### config.mk
export PLATFORM = sky130hd
export DESIGN_NAME = rbi_reduce
export DESIGN_NICKNAME = d
export VERILOG_FILES = /design/src/rtl/rbi_pkg.sv /design/src/rtl/rbi_reduce.sv
export SDC_FILE = /design/constraint.sdc
export NUM_CORES = 1
export LEC_CHECK = 0
export BUFFER_PORTS_ARGS = -buffer_cell sky130_fd_sc_hd__buf_2
export CAP_MARGIN = 10
export CORE_MARGIN = 5
export CORE_UTILIZATION = 35
export CTS_CLUSTER_SIZE = 40
export DETAILED_ROUTE_END_ITERATION = 8
export PLACE_DENSITY = 0.51
export RECOVER_POWER = 100
export SLEW_MARGIN = 30
export SYNTH_ARGS = -nofsm -noshare
export SYNTH_HDL_FRONTEND = slang
export SYNTH_SLANG_ARGS = --single-unit
export TNS_END_PERCENT = 5
### constraint.sdc
create_clock -name clk -period 7.2 [get_ports clk]
set_clock_uncertainty 0.05 [all_clocks]
set_input_delay 0.36 -clock clk [delete_from_list [all_inputs] [get_ports clk]]
set_output_delay 0.36 -clock clk [all_outputs]
set_load 0.03 [all_outputs]
### src/rtl/rbi_pkg.sv
// Shared types and constants for the ray/box intersection tester.
package rbi_pkg;

    localparam int W         = 32;
    localparam int FRAC      = 16;
    localparam int CFG_IDX_W = 3;
    localparam int DIV_STEPS = 2;

    localparam logic [CFG_IDX_W-1:0] REG_BOX_MIN_X = 3'd0;
    localparam logic [CFG_IDX_W-1:0] REG_BOX_MIN_Y = 3'd1;
    localparam logic [CFG_IDX_W-1:0] REG_BOX_MIN_Z = 3'd2;
    localparam logic [CFG_IDX_W-1:0] REG_BOX_MAX_X = 3'd3;
    localparam logic [CFG_IDX_W-1:0] REG_BOX_MAX_Y = 3'd4;
    localparam logic [CFG_IDX_W-1:0] REG_BOX_MAX_Z = 3'd5;

    localparam logic signed [W-1:0] T_HI = 32'sh7FFF_FFFF;
    localparam logic signed [W-1:0] T_LO = 32'sh8000_0000;

    typedef struct packed {
        logic signed [W-1:0] origin_x;
        logic signed [W-1:0] origin_y;
        logic signed [W-1:0] origin_z;
        logic signed [W-1:0] dir_x;
        logic signed [W-1:0] dir_y;
        logic signed [W-1:0] dir_z;
        logic signed [W-1:0] t_min;
        logic signed [W-1:0] t_max;
    } ray_t;

    typedef struct packed {
        logic                hit;
        logic signed [W-1:0] t_near;
        logic signed [W-1:0] t_far;
    } result_t;

endpackage

### src/rtl/rbi_reduce.sv
// Two-level registered min/max merge of the six plane crossings.
module rbi_reduce (
    input  logic                          clk,
    input  logic [5:0]                    acc,
    input  logic signed [rbi_pkg::W-1:0]  t [6],
    output rbi_pkg::result_t              res
);
    import rbi_pkg::*;

    logic                hit1_reg  [3];
    logic signed [W-1:0] near1_reg [3];
    logic signed [W-1:0] far1_reg  [3];
    result_t             res_reg;
    result_t             res_next;

    for (genvar p = 0; p < 3; p++) begin : g_pair
        logic                a, b;
        logic signed [W-1:0] ta, tb;
        assign a  = acc[2*p];
        assign b  = acc[2*p+1];
        assign ta = t[2*p];
        assign tb = t[2*p+1];

        always_ff @(posedge clk)
        begin
            hit1_reg[p]  <= a | b;
            near1_reg[p] <= (a && (!b || ta < tb)) ? ta : tb;
            far1_reg[p]  <= (a && (!b || ta > tb)) ? ta : tb;
        end
    end

    always_comb
    begin
        logic                h;
        logic signed [W-1:0] n, f;
        h = 1'b0;
        n = '0;
        f = '0;
        for (int p = 0; p < 3; p++)
        begin
            if (hit1_reg[p])
            begin
                if (!h || near1_reg[p] < n)
                    n = near1_reg[p];
                if (!h || far1_reg[p] > f)
                    f = far1_reg[p];
                h = 1'b1;
            end
        end
        res_next.hit    = h;
        res_next.t_near = n;
        res_next.t_far  = f;
    end

    always_ff @(posedge clk)
    begin
        res_reg <= res_next;
    end

    assign res = res_reg;

endmodule
==> impl_metrics.json, run 1 <==
{
  "outcome": "finished with violations",
  "violations": "max-capacitance violations, max-slew violations",
  "drc": 0,
  "yosysSeqAreaShare_pct": 33.3,
  "gp_congestion": 0.912,
  "avgSynthCellArea_um2": 9.35,
  "synth_cell_type_count": 63,
  "report.final.slew_viol_count": 136,
  "final_cell_count_no_fill": 2527,
  "grt_antenna_before_repair": 6,
  "coreArea_um2": 44200,
  "track_usage_pct": 20.4,
  "totalWireLength_um": 53100,
  "ir_drop_v": 0.000145,
  "combinationalPowerShare_pct": 35.6,
  "ys_ff_latch": 260,
  "startpoint_type": "register",
  "portBuffers": 263,
  "drive_above_1_share_pct": 17.5,
  "start_util_pct": 35.4,
  "crit_required_ps": 7600,
  "max_cap_violations": 4,
  "p_leak_nw": 8.46,
  "min_delay_path_depth": 2,
  "cts_buffers": 27,
  "power_density_nw_per_um2": 290,
  "vias_per_cell": 5.35,
  "die-area_um2": 49000,
  "cts_tree": "yes",
  "cp.arrival_ps": 7190,
  "syn_to_final_growth_pct": 16.6,
  "slew-limit-headroom_pct": -96.0,
  "dr.pass1.iters": 6,
  "clock_power_share_pct": 27.4,
  "clock_path_buffers": 3,
  "p_sw_share_pct": 38.4,
  "drtIter0Drc": 1004,
  "worstSkewPairLatency_ps": 560,
  "fin_setup_tns_ps": 0,
  "rows": 77,
  "nNetsFinal": 2335,
  "setup_viol": 0,
  "cts_sinks": 260,
  "critPathMaxStageDelay_ps": 760,
  "slowest_stage": "dfxtp_2",
  "ys_warn_count": 0,
  "path_class": "register to register",
  "grt_first_pass_wirelength_um": 79500,
  "p_sw_mw": 2.02,
  "fmax_ghz": 0.147,
  "hold_class": "input port to register",
  "ys_async_sr_fraction_pct": 0,
  "die_w_um": 221,
  "finalCritPeriodShare_pct": 94.3,
  "period_needed_ps": 6790,
  "crit_path_end_kind": "register",
  "grt_max_degree": 69,
  "rsz0062_at_grt": "no",
  "dp_hpwl_um": 42800,
  "grt_pass1_vias": 13400,
  "ioPinCount": 264,
  "path_clk_slew_ps": 60,
  "grt-ovfl-total": 0,
  "syn_inst": 1672,
  "synth_area_um2": 15600,
  "tightest_slew_ps": 2940,
  "ant_nets": 0,
  "reg2reg_depth": 22,
  "num_vias": 13500,
  "crit_top_cell": "o21ai_0",
  "p_int_mw": 3.25,
  "hold_viol_final": 0,
  "seq_area_um2": 5210,
  "nFillCells": 4518,
  "synthFlopType": "dfxtp_1",
  "utilization_pct": 41.2,
  "cts_max_level": 1,
  "synth_edf_count": 0,
  "multi_input_area_um2": 9380,
  "worstPathMaxFanout": 40,
  "die_h_um": 221,
  "crit_chain": "buf_12 > nand2_1 > ha_1 > nand4_1 > nor4_1 > a221oi_1 > o21ai_0 > a211oi_1 > nand2_1 > and3_1 > clkbuf_1 > a22oi_1 > ha_1 > o21ai_0 > nand2b_1 > a21oi_1 > a311o_1 > a31o_2 > o21ai_0 > a21o_1 > clkbuf_4 > mux2i_1",
  "syn-num-nets": 2093,
  "seqPwrFrac_pct": 37.0,
  "ctsRootBufferMaster": "clkbuf_16",
  "wire_per_inst_um": 21.0,
  "place_inst": 2468
}
==> power by group through the flow <==
stage | logic (mW) | clock network, mW | registers, mW
final | 1.88 | 1.45 | 1.95
after global routing | 2.07 | 1.53 | 1.97
after CTS | 1.98 | 1.47 | 1.95
after detailed placement | 1.96 | 0 | 1.97
after global placement | 1.93 | 0 | 1.99
after floorplan | 1.01 | 0 | 2.18
==> kinds of logic (layout without fill, tap and decap cells) <==
kind of cell               after synthesis  after routing  synth area share [%]
muxes                                  194            194                  15.2
and+or+nand+nor                        385            385                  12.0
DFF                                    260            260                  33.3
other                                    0              3                     0
adders and majority gates              222            222                  17.8
AOI/OAI and AO/OA                      393            393                  16.2
buffers and inverters                  217            477                  5.54
xor gates and xnor gates                 1              1                0.0560
==> worst paths after layout <==
check	start	end	slack, ps
max	hit1_reg[0][0]$_DFF_P_	res[46]$_DFF_P_	410
min	t[87]	near1_reg[0][55]$_DFF_P_	4
min reg2reg	near1_reg[0][94]$_DFF_P_	res[62]$_DFF_P_	410
max reg2reg	hit1_reg[0][0]$_DFF_P_	res[46]$_DFF_P_	410
==> stage by stage <==
step	total power [mW]	hold WS, ps	cell area (um2)	setup slack, ps
2_1_floorplan	3.19	382	15600	1530
3_3_place_gp	3.91	402	17600	499
3_5_place_dp	3.94	400	17600	344
4_1_cts	5.40	0.328	18600	326
5_1_grt	5.57	7.91	18200	17.7
6_report	5.28	4.05	18200	413
==> cell usage after synthesis, drive strengths merged (3+ instances only) <==
library cell    n  share of area, %
o21a            9              0.43
clkbuf         64               1.5
o31ai           6              0.32
nor4            6              0.24
and4            5              0.28
a21oi          57               1.8
nor3           15              0.51
and3            4              0.16
a211oi          9              0.46
dfxtp         260                33
a31o            3              0.17
nor2           41              0.98
ha            222                18
o211ai         42               2.0
a31oi          36               1.4
a221oi          3              0.17
buf            19              0.78
a211o           3              0.17
nand3          41               1.3
nand2b          4              0.16
a2111oi         5              0.32
nand2         156               3.7
nor2b          11              0.44
nand4          84               3.4
or3             5              0.20
o21ai         116               3.7
mux2i          33               2.1
a22oi          62               3.0
and2            4              0.16
or2             4              0.16
a21o           30               1.4
inv           134               3.2
mux2          161                13
==> placed cells by master (no fill, tap or decap), types with 42 or more instances in the layout <==
cell,n
a21oi_1,56
a22oi_1,62
buf_2,194
clkbuf_1,82
dfxtp_1,259
ha_1,222
inv_1,134
mux2_1,88
mux2_2,67
nand2_1,156
nand4_1,84
o211ai_1,42
o21ai_0,111
==> cell type report <==
cell class              count  area share [%]
multi-input cells        1195            51.5
clock inverters            11           0.893
inverters                 134            2.76
diodes                      3          0.0412
clock buffers              36            4.11
flip-flops and latches    260            28.6
well taps                 592            4.06
repair buffers            296            8.09
==> routing by layer <==
| metal | vias up | part of all wire, % | GRT usage (%) | wire [um] |
|---|---|---|---|---|
| met5 | - | 0.041 | 0 | 22 |
| met4 | 6 | 1.6 | 4.02 | 846 |
| met3 | 59 | 5.4 | 2.88 | 2890 |
| met2 | 458 | 43 | 31.8 | 22700 |
| met1 | 6365 | 50 | 30.3 | 26700 |
| li1 | 6620 | - | - | - |
==> worst max-delay path: cells and delay by family, from the launching register on <==
family,cells,cell delay (ps)
muxes,1,250
AOI/OAI and AO/OA,10,2200
adders and majority gates,2,670
DFF,1,760
buffers and inverters,3,1440
and+or+nand+nor,6,1310
==> timing repair <==
action | CTS | global route
endpoints found under the setup margin | 0 | 30
hold endpoints to repair | 7 | 0
setup buffers | 0 | 0
hold buffers | 9 | 0
resized for setup | 0 | 1
(Power assumes the default switching activity.)
==> run 2: changes to the inputs <==
--- a/config.mk
+++ b/config.mk
@@ -5,13 +5,13 @@
 export SDC_FILE = /design/constraint.sdc
 export NUM_CORES = 1
 export LEC_CHECK = 0
-export BUFFER_PORTS_ARGS = -buffer_cell sky130_fd_sc_hd__buf_2
 export CAP_MARGIN = 10
 export CORE_MARGIN = 5
 export CORE_UTILIZATION = 35
 export CTS_CLUSTER_SIZE = 40
 export DETAILED_ROUTE_END_ITERATION = 8
-export PLACE_DENSITY = 0.51
+export DONT_BUFFER_PORTS = 1
+export PLACE_DENSITY = 0.46
 export RECOVER_POWER = 100
 export SLEW_MARGIN = 30
 export SYNTH_ARGS = -nofsm -noshare
==> run 2 against run 1 <==
The run still ends with max-capacitance violations, max-slew violations left. Hold slack better by 11 ps. Design area is 9.3% higher. Die area stayed put. Wire length is 9.2% higher. Power is 0.77% higher. First-iteration DRC count is 3.4% lower. Via count is 0.76% higher. Utilization is 3.8 points higher. Register-to-register slack better by 170 ps. Flip-flop and latch count stayed put. Critical path type unchanged. Critical endpoint is now res[53]$_DFF_P_. Highest routed layer is now met4.
==> impl_metrics.json, run 2 (synthesis gave the netlist of run 1 again) <==
{
  "layout_commonest_cell": "dlygate4sd3_1",
  "period_needed_ps": 6620,
  "p_sw_share_pct": 37.5,
  "dr.pass1.iters": 5,
  "path_class": "register to register",
  "slowest_stage": "dfxtp_2",
  "drc": 0,
  "ctsRootBufferMaster": "clkbuf_16",
  "hold_viol_final": 0,
  "slew-limit-headroom_pct": -58.2,
  "grt_first_pass_wirelength_um": 87400,
  "wl_met3_um": 3400,
  "totalWireLength_um": 58000,
  "hold_class": "input port to register",
  "tightest_slew_ps": 2350,
  "rows": 77,
  "fin_total_pwr_mw": 5.32,
  "crit_required_ps": 7600,
  "ant_nets": 0,
  "worstSkewPairLatency_ps": 560,
  "critPathLaunch": "hit1_reg[0][0]$_DFF_P_",
  "highest_layer": "met4",
  "grt_max_degree": 59,
  "outcome": "finished with violations",
  "crit_top_cell": "o21ai_0",
  "die_w_um": 221,
  "grt_antenna_before_repair": 0,
  "rsz0062_at_grt": "no",
  "p_int_mw": 3.32,
  "crit_path_end_kind": "register",
  "track_usage_pct": 22.7,
  "p_leak_nw": 8.83,
  "gp_congestion": 0.866,
  "dp_hpwl_um": 42800,
  "drive_above_1_share_pct": 8.43,
  "vias_per_cell": 5.34,
  "fin_setup_tns_ps": 0,
  "clock_power_share_pct": 28.1,
  "die-area_um2": 49000,
  "drtIter0Drc": 970,
  "cts_buffers": 28,
  "path_buf_inv": 3,
  "postCtsSetupBuffers": 0,
  "grt-ovfl-total": 0,
  "coreArea_um2": 44200,
  "cts_sinks": 260,
  "cts_tree": "yes",
  "startpoint_type": "register",
  "setup_viol": 0,
  "wl_met1_um": 28200,
  "nNetsFinal": 2357,
  "clock_path_buffers": 3,
  "worstPathMaxFanout": 30,
  "finalCritPeriodShare_pct": 91.9,
  "violations": "max-capacitance violations, max-slew violations",
  "syn_to_final_growth_pct": 27.5,
  "final_cell_mix": "293 x dlygate4sd3_1, 259 x dfxtp_1, 222 x ha_1",
  "num_vias": 13600,
  "crit_chain": "buf_4 > nand2_1 > ha_1 > nor4bb_1 > o21ai_1 > a221oi_1 > o21ai_0 > a211oi_1 > nand2_1 > and3_1 > clkbuf_1 > a22oi_1 > ha_1 > a21o_1 > a21o_1 > a21oi_1 > o21ai_0 > a31oi_1 > xnor2_1 > o21ai_0 > a21o_2 > buf_12 > mux2i_1",
  "report.final.slew_viol_count": 213,
  "die_h_um": 221,
  "ioPinCount": 264,
  "r2r-start": "hit1_reg[0][0]$_DFF_P_",
  "setup_ws_ps": 583,
  "wl_met2_um": 25500,
  "p_sw_mw": 1.99,
  "combinationalPowerShare_pct": 28.3,
  "cts_max_level": 1,
  "path_clk_slew_ps": 60,
  "portBuffers": 0,
  "seqPwrFrac_pct": 43.6,
  "dp_slack_ps": 345,
  "cp_top_family": "compound AO/OA/AOI/OAI gates",
  "max_cap_violations": 7,
  "ir_drop_v": 0.000175,
  "wire_per_inst_um": 22.7,
  "cp.arrival_ps": 7010,
  "antenna_cells": 0,
  "hp-start": "acc[5]",
  "grt_pass1_vias": 13800,
  "power_density_nw_per_um2": 267,
  "fmax_ghz": 0.151,
  "critPathMaxStageDelay_ps": 730,
  "start_util_pct": 35.4,
  "nFillCells": 4267
}
run 2: final timing paths:
kind / endpoint / slack [ps] / cells after the start
setup reg to reg: res[53]$_DFF_P_ / 580 / 23
setup / recovery: res[53]$_DFF_P_ / 580 / 23
hold reg to reg: res[37]$_DFF_P_ / 410 / 2
hold / removal: far1_reg[0][83]$_DFF_P_ / 10 / 2
run 2: timing repair:
action                                  CTS  global route
hold buffers                            295             0
endpoints found under the hold margin   194             0
gates resized for setup                   0             3
endpoints found under the setup margin    0            32
run 2: cell type report:
cell class | count | area (um2) | area share, %
Timing Repair Buffer | 317 | 3120 | 15.6
Sequential cell | 260 | 5210 | 26.1
Tap cell | 592 | 741 | 3.72
Inverter | 134 | 503 | 2.52
Clock inverter | 10 | 114 | 0.571
Clock buffer | 42 | 855 | 4.29
Multi-Input combinational cell | 1195 | 9390 | 47.1
run 2: metrics by stage:
stage	instance area, um2	cells	util, %	hold slack, ps
after floorplan	15600	1672	-	382
after global placement	16200	2202	36.7	393
after detailed placement	16300	2203	36.8	401
after CTS	20200	2550	45.7	0.115
after global routing	19900	2550	45.1	15.6
final	19900	2550	45.1	15.0
run 2: worst register-to-register path, delay by kind of cell, from the launching register on:
family                     cells  cell delay (ps)
AOI/OAI and AO/OA             12             2900
and+or+nand+nor                4              990
buffers and inverters          3              880
DFF                            1              730
adders and majority gates      2              510
muxes                          1              310
xor gates and xnor gates       1              120
run 2: power groups by stage:
stage | logic, mW | registers [mW] | clock network [mW]
2_1_floorplan | 1.01 | 2.18 | 0
3_3_place_gp | 1.32 | 2.36 | 0
3_5_place_dp | 1.35 | 2.35 | 0
4_1_cts | 1.55 | 2.32 | 1.53
5_1_grt | 1.69 | 2.34 | 1.59
6_report | 1.51 | 2.32 | 1.49
run 2: layer usage:
| metal | up-vias | track usage [%] |
|---|---|---|
| li1 | 6676 | - |
| met1 | 6447 | 32.8 |
| met2 | 430 | 36.0 |
| met3 | 58 | 3.98 |
| met4 | 0 | 3.88 |
| met5 | - | 0 |
==> run 3: changes to the inputs <==
--- a/config.mk
+++ b/config.mk
@@ -13,6 +13,7 @@
 export DONT_BUFFER_PORTS = 1
 export PLACE_DENSITY = 0.46
 export RECOVER_POWER = 100
+export REMOVE_ABC_BUFFERS = 1
 export SLEW_MARGIN = 30
 export SYNTH_ARGS = -nofsm -noshare
 export SYNTH_HDL_FRONTEND = slang
==> run 3 against run 2 <==
The flow still finishes with violations (max-capacitance violations, max-slew violations). First-iteration DRC count increased by 10%. Register-to-register slack improved by 170 ps. Wire length increased by 1.1%. Sequential power about the same. Hold slack improved by 18 ps. Count of clock-buffer cells in the layout increased by 3. Critical path depth increased by 3. Combinational power increased by 3%. Final cell count increased by 0.55%. Global-route usage increased by 0.24 points. Via count increased by 0.98%. Die area unchanged.
==> impl_metrics.json, run 3 (synthesis gave the netlist of run 1 again) <==
{
  "outcome": "finished with violations",
  "violations": "max-capacitance violations, max-slew violations",
  "dp_hpwl_um": 43000,
  "worstSkewPairLatency_ps": 560,
  "coreArea_um2": 44200,
  "drc": 0,
  "die_h_um": 221,
  "slowest_stage": "dfxtp_4",
  "report.final.slew_viol_count": 85,
  "nFillCells": 4206,
  "fin_total_pwr_mw": 5.41,
  "cts_max_level": 1,
  "clock_path_buffers": 3,
  "combinationalPowerShare_pct": 28.7,
  "seq_area_um2": 5210,
  "r2r_end": "res[50]$_DFF_P_",
  "fmax_ghz": 0.155,
  "totalWireLength_um": 58600,
  "setup_viol": 0,
  "hp-start": "t[30]",
  "cts_buffers": 29,
  "vias_per_cell": 5.36,
  "antenna_cells": 0,
  "grt_max_degree": 44,
  "max_cap_violations": 3,
  "rsz0062_at_grt": "no",
  "grt_pass1_vias": 14100,
  "final_cell_mix": "302 x dlygate4sd3_1, 259 x dfxtp_1, 222 x ha_1",
  "hold_class": "input port to register",
  "drive_above_1_share_pct": 8.92,
  "worstHoldEndpoint": "far1_reg[0][94]$_DFF_P_",
  "p_sw_share_pct": 37.4,
  "layout_commonest_cell": "dlygate4sd3_1",
  "clock_power_share_pct": 28.6,
  "slew-limit-headroom_pct": -21.6,
  "drtIter0Drc": 1067,
  "cts_tree": "yes",
  "die_w_um": 221,
  "path_class": "register to register",
  "crit_required_ps": 7630,
  "reg2reg_depth": 26,
  "multi_input_area_um2": 9390,
  "ctsRootBufferMaster": "clkbuf_16",
  "seqPwrFrac_pct": 42.7,
  "die-area_um2": 49000,
  "finalCritPeriodShare_pct": 89.5,
  "r2r-start": "hit1_reg[0][0]$_DFF_P_",
  "cp_top_family": "compound AO/OA/AOI/OAI gates",
  "ioPinCount": 264,
  "cts_sinks": 260,
  "dr.pass1.iters": 5,
  "path_buf_inv": 6,
  "hold_viol_final": 0,
  "crit_path_end_kind": "register",
  "ir_drop_v": 0.000149,
  "track_usage_pct": 22.9,
  "p_sw_mw": 2.02,
  "grt-ovfl-total": 0,
  "place_inst": 2206,
  "path_clk_slew_ps": 60,
  "p_leak_nw": 8.91,
  "num_vias": 13700,
  "power_density_nw_per_um2": 269,
  "critPathMaxStageDelay_ps": 650,
  "min_delay_path_depth": 2,
  "cp.arrival_ps": 6880,
  "wire_per_inst_um": 22.9,
  "rrSetupSlack_ps": 750,
  "grt_first_pass_wirelength_um": 88300,
  "rows": 77,
  "startpoint_type": "register",
  "tightest_slew_ps": 1820,
  "worstPathMaxFanout": 41,
  "nNetsFinal": 2370,
  "start_util_pct": 35.4,
  "grt_antenna_before_repair": 1,
  "portBuffers": 0,
  "ant_nets": 0,
  "period_needed_ps": 6450,
  "final_cell_count_no_fill": 2564,
  "p_int_mw": 3.39,
  "syn_to_final_growth_pct": 28.4,
  "gp_congestion": 0.932
}
[run 3: repair_timing]
item                                   in CTS  in global routing
setup endpoints to repair                   0                 30
buffers inserted                            0                  0
hold buffers                              304                  0
gates resized for setup                     0                  4
endpoints found under the hold margin     195                  0
[run 3: worst max-delay path by stage]
stage,start,cells past startpoint,to
floorplan,hit1_reg[0][0]$_DFF_P_,18,res[0]$_DFF_P_
global placement,hit1_reg[0][0]$_DFF_P_,20,res[20]$_DFF_P_
detailed placement,hit1_reg[0][0]$_DFF_P_,20,res[25]$_DFF_P_
CTS,hit1_reg[0][0]$_DFF_P_,20,res[25]$_DFF_P_
global route,hit1_reg[0][0]$_DFF_P_,23,res[18]$_DFF_P_
finish,hit1_reg[0][0]$_DFF_P_,26,res[50]$_DFF_P_
[run 3: cell type report]
type	count	share of cell area [%]
clock inverters	9	0.617
well taps	592	3.69
multi-input cells	1195	46.8
repair buffers	329	16.1
clock buffers	45	4.36
inverters	134	2.50
flip-flops and latches	260	25.9
[run 3: power by group through the flow]
stage | clock network (mW) | registers, mW | logic, mW
6_report | 1.55 | 2.31 | 1.55
3_3_place_gp | 0 | 2.36 | 1.36
5_1_grt | 1.65 | 2.34 | 1.73
4_1_cts | 1.58 | 2.31 | 1.59
2_1_floorplan | 0 | 2.19 | 0.969
3_5_place_dp | 0 | 2.34 | 1.38
[run 3: through the flow]
stage	setup TNS [ps]	setup slack (ps)	utilization [%]	area, um2	hold slack, ps
2_1_floorplan	-30580	-1160	-	15300	382
3_3_place_gp	0	804	36.8	16300	395
3_5_place_dp	0	372	36.8	16300	401
4_1_cts	0	348	46.0	20300	0.484
5_1_grt	0	104	45.4	20100	22.1
6_report	0	753	45.4	20100	33.4
[run 3: layer usage]
layer | GRT usage (%) | wire, um
met5 | 0 | 0
met4 | 5.68 | 1470
met3 | 4.48 | 3700
met1 | 32.2 | 27800
met2 | 36.3 | 25600
